## src/rtt_pkg.sv

```systemverilog
// ============================================================================
// rtt_pkg: ranging tag table shared definitions
// Field widths, opcodes, register indexes and the command passed from the
// front (decode) to the back (table) through the command queue.
// ============================================================================
package rtt_pkg;

    // Table size default
    localparam int TAG_SLOTS_DEF = 3;

    // Command queue depth between front and back
    localparam int QUEUE_DEPTH = 2;

    // Field widths
    localparam int OPCODE_W = 2;
    localparam int ADDR_W   = 64;
    localparam int RANGE_W  = 18;
    localparam int TIME_W   = 32;
    localparam int OFFSET_W = 16;
    localparam int DIST_W   = 19;
    localparam int CFG_IDX_W  = 2;
    localparam int CFG_DATA_W = 32;

    // Packed stream widths, padded to whole bytes
    localparam int S_TDATA_W = 120;
    localparam int M_TDATA_W = 88;

    // Input opcodes
    localparam logic [OPCODE_W-1:0] OP_RANGE    = 2'd0;
    localparam logic [OPCODE_W-1:0] OP_INACTIVE = 2'd1;
    localparam logic [OPCODE_W-1:0] OP_TICK     = 2'd2;

    // Configuration register indexes
    localparam logic [CFG_IDX_W-1:0] CFG_REPORT_INTERVAL = 2'd0;
    localparam logic [CFG_IDX_W-1:0] CFG_RANGE_OFFSET    = 2'd1;

    // Configuration reset values
    localparam logic [TIME_W-1:0]   REPORT_INTERVAL_RST = 32'd1000;
    localparam logic [OFFSET_W-1:0] RANGE_OFFSET_RST    = 16'd0;

    // Command kinds after decode
    typedef enum logic [1:0] {
        K_RANGE,
        K_INACTIVE,
        K_TICK
    } kind_t;

    // Command carried from front to back
    typedef struct packed {
        kind_t                    kind;
        logic [ADDR_W-1:0]        addr;
        logic signed [DIST_W-1:0] dist_mm;
        logic [TIME_W-1:0]        now;
    } cmd_t;

    // Back-end sequencer states
    typedef enum logic {
        ST_IDLE,
        ST_REPORT
    } back_state_t;

endpackage

```

## src/rtt_front.sv

```systemverilog
// ============================================================================
// rtt_front: request decode and command queue
// Accepts input requests, applies the range calibration offset, drops
// reserved opcodes and queues commands for the table back end.
// ============================================================================
module rtt_front
(
    input  logic                         clk,
    input  logic                         rst_n,
    input  logic                         s_tvalid,
    output logic                         s_tready,
    input  logic [rtt_pkg::S_TDATA_W-1:0] s_tdata,
    input  logic [rtt_pkg::OPCODE_W-1:0]  s_tuser,
    input  logic [rtt_pkg::OFFSET_W-1:0]  range_offset_mm,
    output logic                         cmd_valid,
    input  logic                         cmd_ready,
    output rtt_pkg::cmd_t                cmd
);
    import rtt_pkg::*;

    localparam int PTR_W = (QUEUE_DEPTH > 1) ? $clog2(QUEUE_DEPTH) : 1;
    localparam int CNT_W = $clog2(QUEUE_DEPTH + 1);

    logic [ADDR_W-1:0]  device_address;
    logic [RANGE_W-1:0] range_mm;
    logic [TIME_W-1:0]  now_ms;
    logic               in_fire;
    logic               push;
    logic               pop;
    logic               cmd_known;
    cmd_t               cmd_in;

    cmd_t               q_reg [QUEUE_DEPTH];
    logic [PTR_W-1:0]   wr_ptr_reg, wr_ptr_next;
    logic [PTR_W-1:0]   rd_ptr_reg, rd_ptr_next;
    logic [CNT_W-1:0]   cnt_reg, cnt_next;

    // Unpack the request
    assign device_address = s_tdata[ADDR_W-1:0];
    assign range_mm       = s_tdata[ADDR_W+RANGE_W-1:ADDR_W];
    assign now_ms         = s_tdata[ADDR_W+RANGE_W+TIME_W-1:ADDR_W+RANGE_W];

    // Classify the request and compute the calibrated distance
    always_comb
    begin
        cmd_known      = 1'b1;
        cmd_in.kind    = K_RANGE;
        cmd_in.addr    = device_address;
        cmd_in.dist_mm = DIST_W'({1'b0, range_mm}) - DIST_W'(range_offset_mm);
        cmd_in.now     = now_ms;
        case (s_tuser)
            OP_RANGE:    cmd_in.kind = K_RANGE;
            OP_INACTIVE: cmd_in.kind = K_INACTIVE;
            OP_TICK:     cmd_in.kind = K_TICK;
            default:     cmd_known   = 1'b0;
        endcase
    end

    assign s_tready  = (cnt_reg != CNT_W'(QUEUE_DEPTH));
    assign in_fire   = s_tvalid && s_tready;
    assign push      = in_fire && cmd_known;
    assign cmd_valid = (cnt_reg != '0);
    assign pop       = cmd_valid && cmd_ready;
    assign cmd       = q_reg[rd_ptr_reg];

    // Advance queue pointers
    always_comb
    begin
        wr_ptr_next = wr_ptr_reg;
        rd_ptr_next = rd_ptr_reg;
        cnt_next    = cnt_reg;
        if (push)
        begin
            wr_ptr_next = (wr_ptr_reg == PTR_W'(QUEUE_DEPTH - 1)) ? '0 : wr_ptr_reg + 1'b1;
        end
        if (pop)
        begin
            rd_ptr_next = (rd_ptr_reg == PTR_W'(QUEUE_DEPTH - 1)) ? '0 : rd_ptr_reg + 1'b1;
        end
        if (push && !pop)
        begin
            cnt_next = cnt_reg + 1'b1;
        end
        else if (pop && !push)
        begin
            cnt_next = cnt_reg - 1'b1;
        end
    end

    always_ff @(posedge clk or negedge rst_n)
    begin
        if (!rst_n)
        begin
            wr_ptr_reg <= '0;
            rd_ptr_reg <= '0;
            cnt_reg    <= '0;
        end
        else
        begin
            wr_ptr_reg <= wr_ptr_next;
            rd_ptr_reg <= rd_ptr_next;
            cnt_reg    <= cnt_next;
        end
    end

    // Store queued command payload
    always_ff @(posedge clk)
    begin
        if (push)
        begin
            q_reg[wr_ptr_reg] <= cmd_in;
        end
    end

endmodule

```

## src/rtt_back.sv

```systemverilog
// ============================================================================
// rtt_back: tag table and report sequencer
// Holds the ordered tag table, executes update, append, remove and tick
// commands, and streams a report one entry per cycle while m_tready is high
// through an output register.
// ============================================================================
module rtt_back
#(
    parameter int TAG_SLOTS = rtt_pkg::TAG_SLOTS_DEF
)
(
    input  logic                          clk,
    input  logic                          rst_n,
    input  logic                          cmd_valid,
    output logic                          cmd_ready,
    input  rtt_pkg::cmd_t                 cmd,
    input  logic [rtt_pkg::TIME_W-1:0]    report_interval_ms,
    output logic                          m_tvalid,
    input  logic                          m_tready,
    output logic [rtt_pkg::M_TDATA_W-1:0] m_tdata,
    output logic                          m_tlast
);
    import rtt_pkg::*;

    localparam int CNT_W = $clog2(TAG_SLOTS + 1);
    localparam int IDX_W = (TAG_SLOTS > 1) ? $clog2(TAG_SLOTS) : 1;

    back_state_t              state_reg, state_next;

    logic [ADDR_W-1:0]        slot_addr_reg [TAG_SLOTS];
    logic [ADDR_W-1:0]        slot_addr_next [TAG_SLOTS];
    logic signed [DIST_W-1:0] slot_dist_reg [TAG_SLOTS];
    logic signed [DIST_W-1:0] slot_dist_next [TAG_SLOTS];
    logic [CNT_W-1:0]         count_reg, count_next;
    logic [TIME_W-1:0]        last_time_reg, last_time_next;
    logic [IDX_W-1:0]         rd_idx_reg, rd_idx_next;

    logic                     out_valid_reg;
    logic [ADDR_W-1:0]        out_addr_reg;
    logic signed [DIST_W-1:0] out_dist_reg;
    logic                     out_last_reg;

    logic [TAG_SLOTS-1:0]     hit;
    logic [TAG_SLOTS-1:0]     first_hit;
    logic [TAG_SLOTS-1:0]     at_or_after;
    logic                     any_hit;
    logic                     seen;
    logic                     exec;
    logic                     report_due;
    logic                     out_free;
    logic                     emit;
    logic                     emit_last;

    // Match the command address against the live entries
    always_comb
    begin
        seen = 1'b0;
        for (int i = 0; i < TAG_SLOTS; i++)
        begin
            hit[i]         = (CNT_W'(i) < count_reg) && (slot_addr_reg[i] == cmd.addr);
            first_hit[i]   = hit[i] && !seen;
            seen           = seen | hit[i];
            at_or_after[i] = seen;
        end
        any_hit = seen;
    end

    assign exec       = cmd_valid && cmd_ready;
    assign report_due = (cmd.now - last_time_reg) >= report_interval_ms;
    assign out_free   = !out_valid_reg || m_tready;
    assign emit_last  = (CNT_W'(rd_idx_reg) + 1'b1) == count_reg;

    // Sequencer outputs
    always_comb
    begin
        cmd_ready = 1'b0;
        emit      = 1'b0;
        case (state_reg)
            ST_IDLE:   cmd_ready = 1'b1;
            ST_REPORT: emit      = out_free;
            default:   cmd_ready = 1'b0;
        endcase
    end

    // Sequencer next state
    always_comb
    begin
        state_next = state_reg;
        case (state_reg)
            ST_IDLE:
            begin
                if (exec && cmd.kind == K_TICK && report_due && count_reg != '0)
                begin
                    state_next = ST_REPORT;
                end
            end
            ST_REPORT:
            begin
                if (emit && emit_last)
                begin
                    state_next = ST_IDLE;
                end
            end
            default: state_next = ST_IDLE;
        endcase
    end

    // Execute table commands and advance the report index
    always_comb
    begin
        slot_addr_next = slot_addr_reg;
        slot_dist_next = slot_dist_reg;
        count_next     = count_reg;
        last_time_next = last_time_reg;
        rd_idx_next    = rd_idx_reg;
        if (exec)
        begin
            case (cmd.kind)
                K_RANGE:
                begin
                    if (any_hit)
                    begin
                        for (int i = 0; i < TAG_SLOTS; i++)
                        begin
                            if (first_hit[i])
                            begin
                                slot_dist_next[i] = cmd.dist_mm;
                            end
                        end
                    end
                    else if (count_reg < CNT_W'(TAG_SLOTS))
                    begin
                        slot_addr_next[count_reg[IDX_W-1:0]] = cmd.addr;
                        slot_dist_next[count_reg[IDX_W-1:0]] = cmd.dist_mm;
                        count_next = count_reg + 1'b1;
                    end
                end
                K_INACTIVE:
                begin
                    // Close the gap: every entry from the match on takes its successor
                    for (int i = 0; i + 1 < TAG_SLOTS; i++)
                    begin
                        if (at_or_after[i] && (CNT_W'(i + 1) < count_reg))
                        begin
                            slot_addr_next[i] = slot_addr_reg[i + 1];
                            slot_dist_next[i] = slot_dist_reg[i + 1];
                        end
                    end
                    if (any_hit)
                    begin
                        count_next = count_reg - 1'b1;
                    end
                end
                K_TICK:
                begin
                    if (report_due)
                    begin
                        last_time_next = cmd.now;
                        rd_idx_next    = '0;
                    end
                end
                default:
                begin
                    count_next = count_reg;
                end
            endcase
        end
        if (emit)
        begin
            rd_idx_next = rd_idx_reg + 1'b1;
        end
    end

    always_ff @(posedge clk or negedge rst_n)
    begin
        if (!rst_n)
        begin
            state_reg     <= ST_IDLE;
            count_reg     <= '0;
            last_time_reg <= '0;
            rd_idx_reg    <= '0;
            out_valid_reg <= 1'b0;
        end
        else
        begin
            state_reg     <= state_next;
            count_reg     <= count_next;
            last_time_reg <= last_time_next;
            rd_idx_reg    <= rd_idx_next;
            if (emit)
            begin
                out_valid_reg <= 1'b1;
            end
            else if (m_tready)
            begin
                out_valid_reg <= 1'b0;
            end
        end
    end

    // Hold table payload and load the output register
    always_ff @(posedge clk)
    begin
        slot_addr_reg <= slot_addr_next;
        slot_dist_reg <= slot_dist_next;
        if (emit)
        begin
            out_addr_reg <= slot_addr_reg[rd_idx_reg];
            out_dist_reg <= slot_dist_reg[rd_idx_reg];
            out_last_reg <= emit_last;
        end
    end

    assign m_tvalid = out_valid_reg;
    assign m_tdata  = {(M_TDATA_W - ADDR_W - DIST_W)'(0), out_dist_reg, out_addr_reg};
    assign m_tlast  = out_last_reg;

endmodule

```

## src/ranging_tag_table_top.sv

```systemverilog
// ============================================================================
// ranging_tag_table_top: ranging tag table
// Ordered table of tag addresses with their latest calibrated distance,
// reported on a millisecond tick once the report interval has elapsed.
// ============================================================================
// Usage:
//   Input stream (s_*): one request per accepted beat; s_tuser carries the
//   opcode (range, inactive, tick), s_tdata the address, range and time.
//   Output stream (m_*): one beat per reported table entry, in table order,
//   m_tlast on the last entry of a report. Range and inactive requests and
//   ticks that are not yet due give no output.
//   Config channel (cfg_*): always ready; index 0 sets the report interval,
//   index 1 the range offset. Write only while the block is idle.
// Flow and throughput:
//   Requests enter a two-entry command queue; the table engine executes one
//   command per cycle while no report is running, so range and inactive
//   requests then sustain one per cycle. A due tick holds the engine while it
//   loads each stored entry (up to TAG_SLOTS) into the output register, one
//   per cycle while m_tready is high.
// Reset: empties the table, clears the last report time, restores the
//   interval to 1000 ms and the offset to zero.
// Stall: the output register holds its beat while m_tready is low; the
//   engine waits, the queue fills, then s_tready drops.
// ============================================================================
module ranging_tag_table_top
#(
    parameter int TAG_SLOTS = rtt_pkg::TAG_SLOTS_DEF
)
(
    input  logic                            clk,
    input  logic                            rst_n,
    // Input stream
    input  logic                            s_tvalid,
    output logic                            s_tready,
    // [63:0] device_address, [81:64] range_mm, [113:82] now_ms, rest zero
    input  logic [rtt_pkg::S_TDATA_W-1:0]   s_tdata,
    // [1:0] opcode
    input  logic [rtt_pkg::OPCODE_W-1:0]    s_tuser,
    // Output stream
    output logic                            m_tvalid,
    input  logic                            m_tready,
    // [63:0] tag_address, [82:64] distance_mm (signed), rest zero
    output logic [rtt_pkg::M_TDATA_W-1:0]   m_tdata,
    output logic                            m_tlast,
    // Configuration writes
    input  logic                            cfg_valid,
    output logic                            cfg_ready,
    input  logic [rtt_pkg::CFG_IDX_W-1:0]   cfg_index,
    input  logic [rtt_pkg::CFG_DATA_W-1:0]  cfg_data
);
    import rtt_pkg::*;

    logic [TIME_W-1:0]   interval_reg;
    logic [OFFSET_W-1:0] offset_reg;
    logic                cmd_valid;
    logic                cmd_ready;
    cmd_t                cmd;

    assign cfg_ready = 1'b1;

    // Capture configuration writes
    always_ff @(posedge clk or negedge rst_n)
    begin
        if (!rst_n)
        begin
            interval_reg <= REPORT_INTERVAL_RST;
            offset_reg   <= RANGE_OFFSET_RST;
        end
        else if (cfg_valid && cfg_ready)
        begin
            case (cfg_index)
                CFG_REPORT_INTERVAL: interval_reg <= cfg_data[TIME_W-1:0];
                CFG_RANGE_OFFSET:    offset_reg   <= cfg_data[OFFSET_W-1:0];
                default:             interval_reg <= interval_reg;
            endcase
        end
    end

    rtt_front u_front
    (
        .clk             (clk),
        .rst_n           (rst_n),
        .s_tvalid        (s_tvalid),
        .s_tready        (s_tready),
        .s_tdata         (s_tdata),
        .s_tuser         (s_tuser),
        .range_offset_mm (offset_reg),
        .cmd_valid       (cmd_valid),
        .cmd_ready       (cmd_ready),
        .cmd             (cmd)
    );

    rtt_back
    #(
        .TAG_SLOTS (TAG_SLOTS)
    )
    u_back
    (
        .clk                (clk),
        .rst_n              (rst_n),
        .cmd_valid          (cmd_valid),
        .cmd_ready          (cmd_ready),
        .cmd                (cmd),
        .report_interval_ms (interval_reg),
        .m_tvalid           (m_tvalid),
        .m_tready           (m_tready),
        .m_tdata            (m_tdata),
        .m_tlast            (m_tlast)
    );

endmodule

```

## config.mk

```make
export PLATFORM = sky130hd
export DESIGN_NAME = ranging_tag_table_top
export DESIGN_NICKNAME = d
export VERILOG_FILES = /design/src/rtt_pkg.sv /design/src/rtt_front.sv /design/src/rtt_back.sv /design/src/ranging_tag_table_top.sv
export SDC_FILE = /design/constraint.sdc
export NUM_CORES = 1
export LEC_CHECK = 0
export BUFFER_PORTS_ARGS = -buffer_cell sky130_fd_sc_hd__buf_2
export CORE_MARGIN = 3
export CORE_UTILIZATION = 28
export CTS_CLUSTER_SIZE = 16
export DETAILED_ROUTE_END_ITERATION = 16
export GPL_ROUTABILITY_DRIVEN = 0
export GPL_TIMING_DRIVEN = 0
export HOLD_SLACK_MARGIN = 0.15
export SYNTH_ARGS = -nofsm -noshare
export SYNTH_HDL_FRONTEND = slang
export SYNTH_SLANG_ARGS = --single-unit
```

## constraint.sdc

```tcl
create_clock -name clk -period 25.1 [get_ports clk]
set_clock_uncertainty 0.2 [all_clocks]
set_input_delay 6.275 -clock clk [delete_from_list [all_inputs] [get_ports clk]]
set_output_delay 6.275 -clock clk [all_outputs]
set_load 0.02 [all_outputs]
```

==> Word level (Yosys, flattened, before mapping) <==
Memory sizes are Yosys's and may differ from the RTL's.
Cells that the tools add are included.
{ "totals": {"memories": 1, "ram_bits": 234, "inputBits": 161, "register_bits": 423, "output_inout_bits": 92, "word_cells": 157} }
{ "memory_table": {"columns": ["name", "words", "width", "read_ports", "rd_ports_with_merged_regs", "wr", "line_no", "rtl"], "rows": [
  ["u_front.q_reg", 2, 117, 1, 0, 1, "rtt_front.sv:33", "cmd_t q_reg [QUEUE_DEPTH];"]
]} }
{ "classes": {"n_bitwise": 6, "n_mux": 48, "order_cmp": 8, "eq_ne": 19, "add_sub_neg": 9, "reduce_logical": 47} }
{ "op_table": {"columns": ["cell", "n"], "rows": [
  ["192-bit two-way mux", 2],
  ["64-bit two-way mux", 5],
  ["128-bit one-hot mux with 2 select lines", 1],
  ["192-bit bitwise mux", 1],
  ["64-bit == test", 3],
  ["19-bit two-way mux", 8],
  ["64-bit binary-select mux with 2-bit select", 1],
  ["64-bit demux with 2-bit select", 1],
  ["57-bit two-way mux", 2],
  ["38-bit one-hot mux with 2 select lines", 1],
  ["57-bit bitwise mux", 1],
  ["19-bit binary-select mux with 2-bit select", 1],
  ["19-bit demux with 2-bit select", 1],
  ["32-bit >= comparator", 1],
  ["32-bit subtractor", 1],
  ["5-bit AND reduction", 5],
  ["18-bit by 16-bit subtractor with 19-bit output", 1],
  ["2-bit two-way mux", 9],
  ["2-bit nonzero test", 9],
  ["1-bit logical AND", 17],
  ["1-bit two-way mux", 11],
  ["2-bit by 1-bit inequality test with 1-bit output (second input constant)", 5],
  ["2-bit one-hot mux with 2 select lines", 2],
  ["4-bit AND reduction", 2],
  ["24 further kinds", 46]
]} }

==> Depth between registers and ports, before layout <==
Gate-level depths: netlist of the first run.
{ "depth": {"ltp_word": 9, "ltp_mapped": 27, "depth_no_buf": 21} }

==> Hierarchy <==
A second synthesis of the first run with hierarchy kept.
{ "unflattened": {"hier_cells": 2312, "hier_area_um2": 31536.5} }
{ "modules_own_cells": {"columns": ["module", "instances", "cells_each", "seq_area_each_um2", "area_each_um2"], "rows": [
  ["rtt_back", 1, 1684, 10950.5, 20130.6],
  ["rtt_front", 1, 524, 7126.8, 9567.9],
  ["ranging_tag_table_top", 1, 104, 1208.7, 1838.0]
]} }

==> Least setup slack after synthesis of the first run <==
No wires, ideal clock.
{ "synth_timing": {"path_kind": "input -> register", "from": "input s_tuser[1] in the netlist's numbering", "to": "memory u_front.q_reg[0][0] in the netlist's numbering, enable pin", "path_slack_ns": 12.967, "cell_stages": 3, "arrival_time_ns": 11.338, "setup_time_ns": 0.595, "required_ns": 24.305, "n_path_buf": 0, "path_cell_list": "nand2_1 -> nand3_1 -> nor2_1"} }
{ "synth_via": {"elab_chain_cells": 6, "elab_cells_between_ends": 8, "cone_classes": "eq/ne: 2; mux: 3; reduce/logical: 3"} }
{ "synth_lines": {"columns": ["element", "line_no", "rtl"], "rows": [
  ["start, declared", "ranging_tag_table_top.sv:38", "input logic [rtt_pkg::OPCODE_W-1:0] s_tuser,"],
  ["2-bit by 1-bit == test with 1-bit output (tied with other cells)", "rtt_front.sv:51", "case (s_tuser)"],
  ["3-bit OR reduction (no source line) *", null, null],
  ["1-bit two-way mux *", "rtt_front.sv:51", null],
  ["1-bit logical AND *", "rtt_front.sv:61", "assign push = in_fire && cmd_known;"],
  ["1-bit two-way mux *", "rtt_front.sv:109", "if (push)"],
  ["1-bit two-way mux (implied by the code) *", "rtt_front.sv:111", "q_reg[wr_ptr_reg] <= cmd_in;"],
  ["end, declared", "rtt_front.sv:33", null]
]} }
Every way passes the cells marked *; elsewhere a longest branch is shown, timed or not.

==> Worst setup path in the final report of the first run <==
{ "layout_timing": {"from": "register u_front.rd_ptr_reg", "to": "register u_back.last_time_reg[28]"} }
{ "layout_via": {"elab_chain_cells": 4, "elab_cells_between_ends": 5, "cone_classes": "add/sub: 1; order compare: 1; eq/ne: 1; reduce/logical: 1; memory: 1"} }
{ "layout_lines": {"columns": ["element", "line_no", "rtl"], "rows": [
  ["start, declared", "rtt_front.sv:35", "logic [PTR_W-1:0] rd_ptr_reg, rd_ptr_next;"],
  ["start signal, assigned", "rtt_front.sv:101", "rd_ptr_reg <= rd_ptr_next;"],
  ["memory read 2 x 117 bit *", null, null],
  ["32-bit subtractor", "rtt_back.sv:69", "assign report_due = (cmd.now - last_time_reg) >= report_interval_ms;"],
  ["32-bit >= comparator", "rtt_back.sv:69", null],
  ["3-bit AND reduction (no source line)", null, null],
  ["end signal, assigned", "rtt_back.sv:188", "last_time_reg <= last_time_next;"],
  ["end, declared", "rtt_back.sv:35", "logic [TIME_W-1:0] last_time_reg, last_time_next;"]
]} }
Marked as above.
A chain may end at the register's enable or synchronous reset.

==> flow_summary.yaml, run 1 <==
synth:
  syn_area_um2: 31300
  ys_seq_area_share_pct: 61.6
  synth_flop_cell: "edfxtp_1"
  synthArstFlopShare_pct: 13.7
  ys_ff_latch: 657
  avgSynthCellArea_um2: 12.7
  synth_top_area_share_pct: 54.4
  netlist_instances: 2466
  yosys.area.top_type: "edfxtp_1"
  yosys_warnings: 0
  synthDistinctLibCells: 71
  ys_top_cells_by_area: "edfxtp_1 54%, dfrtp_1 6.7%, xnor2_1 4.3%, nand2_1 3.8%, mux2i_1 3.7%"
  synth-edff-count: 567
finish:
  fin_area_um2: 37400
  area_growth_pct: 19.4
  largest_register_ffs: 234
  nets: 3072
  multi_input_area_um2: 11000
  layout-drive-gt1-share_pct: 19.9
  fillers: 11035
  seq_area_um2: 19300
  mostFrequentLayoutCells: "567 x edfxtp_1, 320 x nand2_1, 241 x buf_2"
  layout_commonest_cell: "edfxtp_1"
floorplanning:
  initial_core_util_pct: 28.2
  ios: 253
  dieArea_um2: 116000
  core_area_um2: 111000
  fp.dieH_um: 340
  die_w_um: 340
  fp-row-count: 122
status:
  status: "completed"
worst_setup_path:
  cp-end-kind: "flip-flop"
  setup.worst_path.start_class: "flip-flop"
  cp_max_fo: 10
  worstPathRequired_ns: 25.41
  critical_path_class: "flip-flop to flip-flop"
  cp.arrival_ns: 9.70
detailed_routing:
  wl_per_cell_um: 21.1
  wl_met1_um: 37600
  vias: 20748
  dr.pass1.iters: 5
  ant_nets: 0
  routed.top_layer: "met5"
  drt_wl_total_um: 92400
  wl_met3_um: 7250
  wl_met2_um: 44400
  drt_iter0_drc: 2202
  drcViolationCount: 0
  routed_via_density: 4.74
clock_tree:
  cts_tree: "yes"
  clock_latency_ns: 0.66
  cts_buffers: 78
  cts.sinks: 657
  clk_path_buf_depth: 3
  htreeDepth: 3
  ctsHoldBuffers: 0
  postCtsSetupBuffers: 0
  clockRootBuffer: "clkbuf_16"
  cts_resized: 0
  clk_pin_slew_worst_paths_ns: 0.06
power:
  leakagePower_nw: 13.6
  irDropWorstVdd_mv: 0.0733
  powerDensity_nw_per_um2: 138
global_routing:
  grt_pass1_wl_um: 135000
  grt_max_degree: 58
  track_usage_pct: 15.7
  grt_antenna_before_repair: 26
  grt_pass1_vias: 20519
  grt-ovfl-total: 0
sta:
  finalSetupViolCount: 0
  finalHoldViolations: 0
  rsz0062_at_grt: "false"
  fin_crit_ns: 9.39
  report.final.slew_viol_count: 0
  worst_slew_pin_slew_ns: 1.39
  max_freq_mhz: 106
  tns_ns: 0
  slew_headroom_pct: 7.31
  fin_crit_sh_pct: 37.4
placed_design:
  dp_hpwl_um: 69700
  placed_area_um2: 34900
  io_buffers: 240
job:
  maxCapViolations: 0
hold_path:
  hold_class: "flip-flop to flip-flop"
[metal layers]
layer  GRT usage, %  vias to the layer above
met5              0                        -
met4           5.10                       10
met3           3.62                      205
met2           26.4                      858
met1           19.8                    10021
li1               -                     9654
[area by class of cell]
type / count / area share, %
diodes: 2 / 0.0134
inverters: 166 / 1.67
repair buffers: 273 / 4.50
plain buffers: 94 / 1.38
clock buffers: 96 / 5.43
clock inverters: 45 / 1.10
well taps: 1488 / 4.98
flip-flops and latches: 657 / 51.6
multi-input cells: 1553 / 29.3
[worst max-delay path: stages (launching register included)]
cell	delay, ns
dfrtp_1	0.35
buf_6	0.16
buf_2	0.28
clkbuf_1	0.52
clkbuf_1	0.83
clkbuf_1	0.73
mux2i_1	0.33
ha_1	0.21
nand2b_1	0.13
a21oi_1	0.10
o41a_1	0.40
o31ai_1	0.52
a211oi_1	0.24
o41a_1	0.48
or2_2	0.34
a311o_1	0.34
ha_1	0.30
a21o_1	0.11
a21o_1	0.12
a21oi_1	0.08
o21ai_0	0.17
a31oi_1	0.15
o21ai_0	0.12
nand2_1	0.07
a21oi_1	0.76
clkbuf_1	0.75
mux2_2	0.41
[power by group]
part           internal [W]  switching (W)
clock network      0.000624       0.000470
logic              0.000835        0.00142
registers           0.00162       0.000170
total               0.00308        0.00206
[path summary, 6_finish.rpt]
| check | start | endpoint | slack, ns | depth (start not counted) |
|---|---|---|---|---|
| min reg2reg | u_back.last_time_reg[4] | u_back.last_time_reg[4] | 0.30 | 1 |
| max | u_front.rd_ptr_reg | u_back.last_time_reg[28] | 15.71 | 26 |
| max reg2reg | u_front.rd_ptr_reg | u_back.last_time_reg[28] | 15.71 | 26 |
| min | u_back.last_time_reg[4] | u_back.last_time_reg[4] | 0.30 | 1 |
| max in group asynchronous | rst_n | interval_reg[6] | 18.47 | 2 |
| min in group asynchronous | rst_n | u_back.last_time_reg[24] | 5.51 | 1 |
[cells in the mapped netlist (11+ instances only)]
| master | n |
|---|---|
| a211oi_1 | 13 |
| buf_4 | 11 |
| nand2_1 | 320 |
| mux2i_2 | 42 |
| nand2b_1 | 16 |
| xnor2_1 | 154 |
| o21ai_1 | 120 |
| xor2_1 | 49 |
| nor3_1 | 18 |
| a21o_1 | 20 |
| o21ai_0 | 194 |
| a21oi_1 | 54 |
| edfxtp_1 | 567 |
| mux2i_1 | 116 |
| nand3_1 | 16 |
| dfrtp_1 | 84 |
| inv_1 | 166 |
| nor2_1 | 55 |
| mux2_2 | 79 |
| mux2i_4 | 12 |
| nor4_1 | 39 |
| nand4_1 | 26 |
| clkbuf_1 | 60 |
| buf_6 | 16 |
| ha_1 | 86 |
[cell families after synthesis]
kind of cell / after synthesis / synth area share (%)
adder cells (fa/ha/maj): 88 / 3.57
flip-flops: 657 / 61.6
multiplexers: 249 / 9.26
buffers and inverters: 260 / 3.64
XOR/XNOR: 203 / 5.68
AO/OA/AOI/OAI: 484 / 8.82
AND/OR/NAND/NOR: 523 / 7.40
other: 2 / 0.0240
[per-stage QoR]
stage | setup slack, ns | utilization, % | hold WS (ns) | std cells | total power [W]
after floorplan | 12.97 | - | 0.260 | 2470 | 0.00326
after global placement | 8.49 | 31.0 | 0.274 | 4198 | 0.00402
after detailed placement | 15.37 | 31.5 | 0.292 | 4231 | 0.00407
after CTS | 15.32 | 33.7 | 0.307 | 4372 | 0.00518
after global routing | 14.95 | 33.7 | 0.313 | 4372 | 0.00545
final | 15.71 | 33.7 | 0.304 | 4374 | 0.00514
Note: power is estimated with default switching activity, not from simulation.
==> run 2, diff against run 1 <==
==> constraint.sdc (replaced) <==
create_clock -name clk -period 8.6 [get_ports clk]
set_clock_uncertainty 0.2 [all_clocks]
set_input_delay 2.15 -clock clk [delete_from_list [all_inputs] [get_ports clk]]
set_output_delay 2.15 -clock clk [all_outputs]
set_load 0.02 [all_outputs]
==> flow_summary.yaml, run 2 (same netlist as run 1, synthesis figures left out) <==
sta:
  finalHoldViolations: 0
  max_freq_mhz: 126
  worst_hold_slack_ns: 0.304
  fin_crit_sh_pct: 92.4
  finalSetupViolCount: 0
  fin_crit_ns: 7.95
  worst_slew_pin_slew_ns: 1.34
  slew_headroom_pct: 7.91
  rsz0062_at_grt: "false"
  setup_ws_ns: 0.651
  tns_ns: 0
  report.final.slew_viol_count: 0
detailed_routing:
  drt_iter0_drc: 1930
  dr.pass1.iters: 6
  drcViolationCount: 0
  routed_via_density: 4.81
  drt_wl_total_um: 92300
  wl_met3_um: 6920
  wl_met2_um: 44100
  wl_per_cell_um: 21.1
  vias: 21005
  ant_nets: 0
  routed.top_layer: "met5"
  wl_met1_um: 37900
clock_tree:
  htreeDepth: 3
  clockRootBuffer: "clkbuf_16"
  cts.sinks: 657
  clk_pin_slew_worst_paths_ns: 0.06
  clk_path_buf_depth: 3
  cts_buffers: 77
  cts_tree: "yes"
  ctsHoldBuffers: 0
  clock_latency_ns: 0.67
finish:
  largest_register_ffs: 234
  fillers: 11146
  area_growth_pct: 19.8
  seq_area_um2: 19300
  stdcell_count: 4368
  layout-drive-gt1-share_pct: 19.8
  layout_commonest_cell: "edfxtp_1"
  mostFrequentLayoutCells: "567 x edfxtp_1, 320 x nand2_1, 241 x buf_2"
  multi_input_area_um2: 11000
  nets: 3066
global_routing:
  grt_pass1_wl_um: 135000
  grt_max_degree: 61
  track_usage_pct: 15.6
  grt_antenna_before_repair: 28
  grt-ovfl-total: 0
  grt_pass1_vias: 20722
power:
  p_comb_share_pct: 43.7
  switching_share_pct: 39.8
  seqPwrFrac_pct: 34.8
  internal_power_w: 0.00906
  irDropWorstVdd_mv: 0.204
  pwr-share-clk_pct: 21.5
  leakagePower_nw: 13.7
  powerDensity_nw_per_um2: 402
  p_sw_w: 0.00599
status:
  status: "completed"
floorplanning:
  die_w_um: 340
  fp.dieH_um: 340
  dieArea_um2: 116000
  fp-row-count: 122
  initial_core_util_pct: 28.2
  core_area_um2: 111000
  ios: 253
job:
  maxCapViolations: 0
worst_setup_path:
  critical_path_class: "flip-flop to flip-flop"
  critPathMaxStageDelay_ns: 0.54
  cp.arrival_ns: 8.28
  slowest_stage: "o31ai_1"
  critPathBufInv: 5
  cp_max_fo: 19
  cp-end-kind: "flip-flop"
  crit_family: "compound AO/OA/AOI/OAI gates"
  worstPathRequired_ns: 8.94
  setup.worst_path.start_class: "flip-flop"
placed_design:
  io_buffers: 240
  place_inst: 4227
  dp_hpwl_um: 69600
  dp_slack_ns: -1.12
hold_path:
  hold_class: "flip-flop to flip-flop"
-- run 2: cell types whose count changed in the layout (fill, tap and decap cells not counted), moves of 4 or more --
cell      before  now
clkinv_2      15    8
buf_4         23   14
clkinv_1       9   16
clkbuf_2       0    4
clkbuf_1      77   68
buf_8          8   12
-- run 2: power by group through the flow --
stage          sequential, W  clock, W  combinational (W)
2_1_floorplan        0.00536         0            0.00416
3_3_place_gp         0.00546         0            0.00624
3_5_place_dp         0.00529         0            0.00656
4_1_cts              0.00523   0.00333            0.00661
5_1_grt              0.00532   0.00345            0.00714
6_report             0.00524   0.00324            0.00657
-- run 2: worst paths after layout --
| path | start | to | slack [ns] | cells past startpoint |
|---|---|---|---|---|
| setup / recovery | u_front.rd_ptr_reg | u_back.last_time_reg[19] | 0.65 | 25 |
| hold / removal | u_back.last_time_reg[16] | u_back.last_time_reg[16] | 0.30 | 1 |
| setup reg to reg | u_front.rd_ptr_reg | u_back.last_time_reg[19] | 0.65 | 25 |
| hold reg to reg | u_back.last_time_reg[16] | u_back.last_time_reg[16] | 0.30 | 1 |
| max in group asynchronous | rst_n | interval_reg[9] | 6.17 | 2 |
| min in group asynchronous | rst_n | u_back.last_time_reg[27] | 1.30 | 1 |
-- run 2: what timing repair did --
| action | in CTS | in global routing |
|---|---|---|
| gates resized for setup | 4 | 3 |
| setup buffers | 0 | 0 |
| endpoints found under the setup margin | 35 | 30 |
-- run 2: cell type report --
class	count	area share, %
plain buffers	93	1.38
inverters	166	1.67
repair buffers	269	4.56
clock inverters	44	1.28
flip-flops and latches	657	51.4
multi-input cells	1553	29.3
diodes	5	0.0334
well taps	1488	4.97
clock buffers	93	5.41
-- run 2: layer usage --
metal | track usage (%) | up-vias
met5 | 0 | -
met4 | 5.51 | 4
met3 | 3.29 | 196
met2 | 26.1 | 861
met1 | 20.1 | 10281
li1 | - | 9663
-- run 2: per-stage QoR --
stage | total power [W] | cell area [um^2] | utilization, %
6_report | 0.0151 | 37500 | 33.8
5_1_grt | 0.0159 | 37500 | 33.8
3_5_place_dp | 0.0118 | 35000 | 31.5
3_3_place_gp | 0.0117 | 34400 | 31.0
4_1_cts | 0.0152 | 37500 | 33.8
2_1_floorplan | 0.00952 | 31300 | -
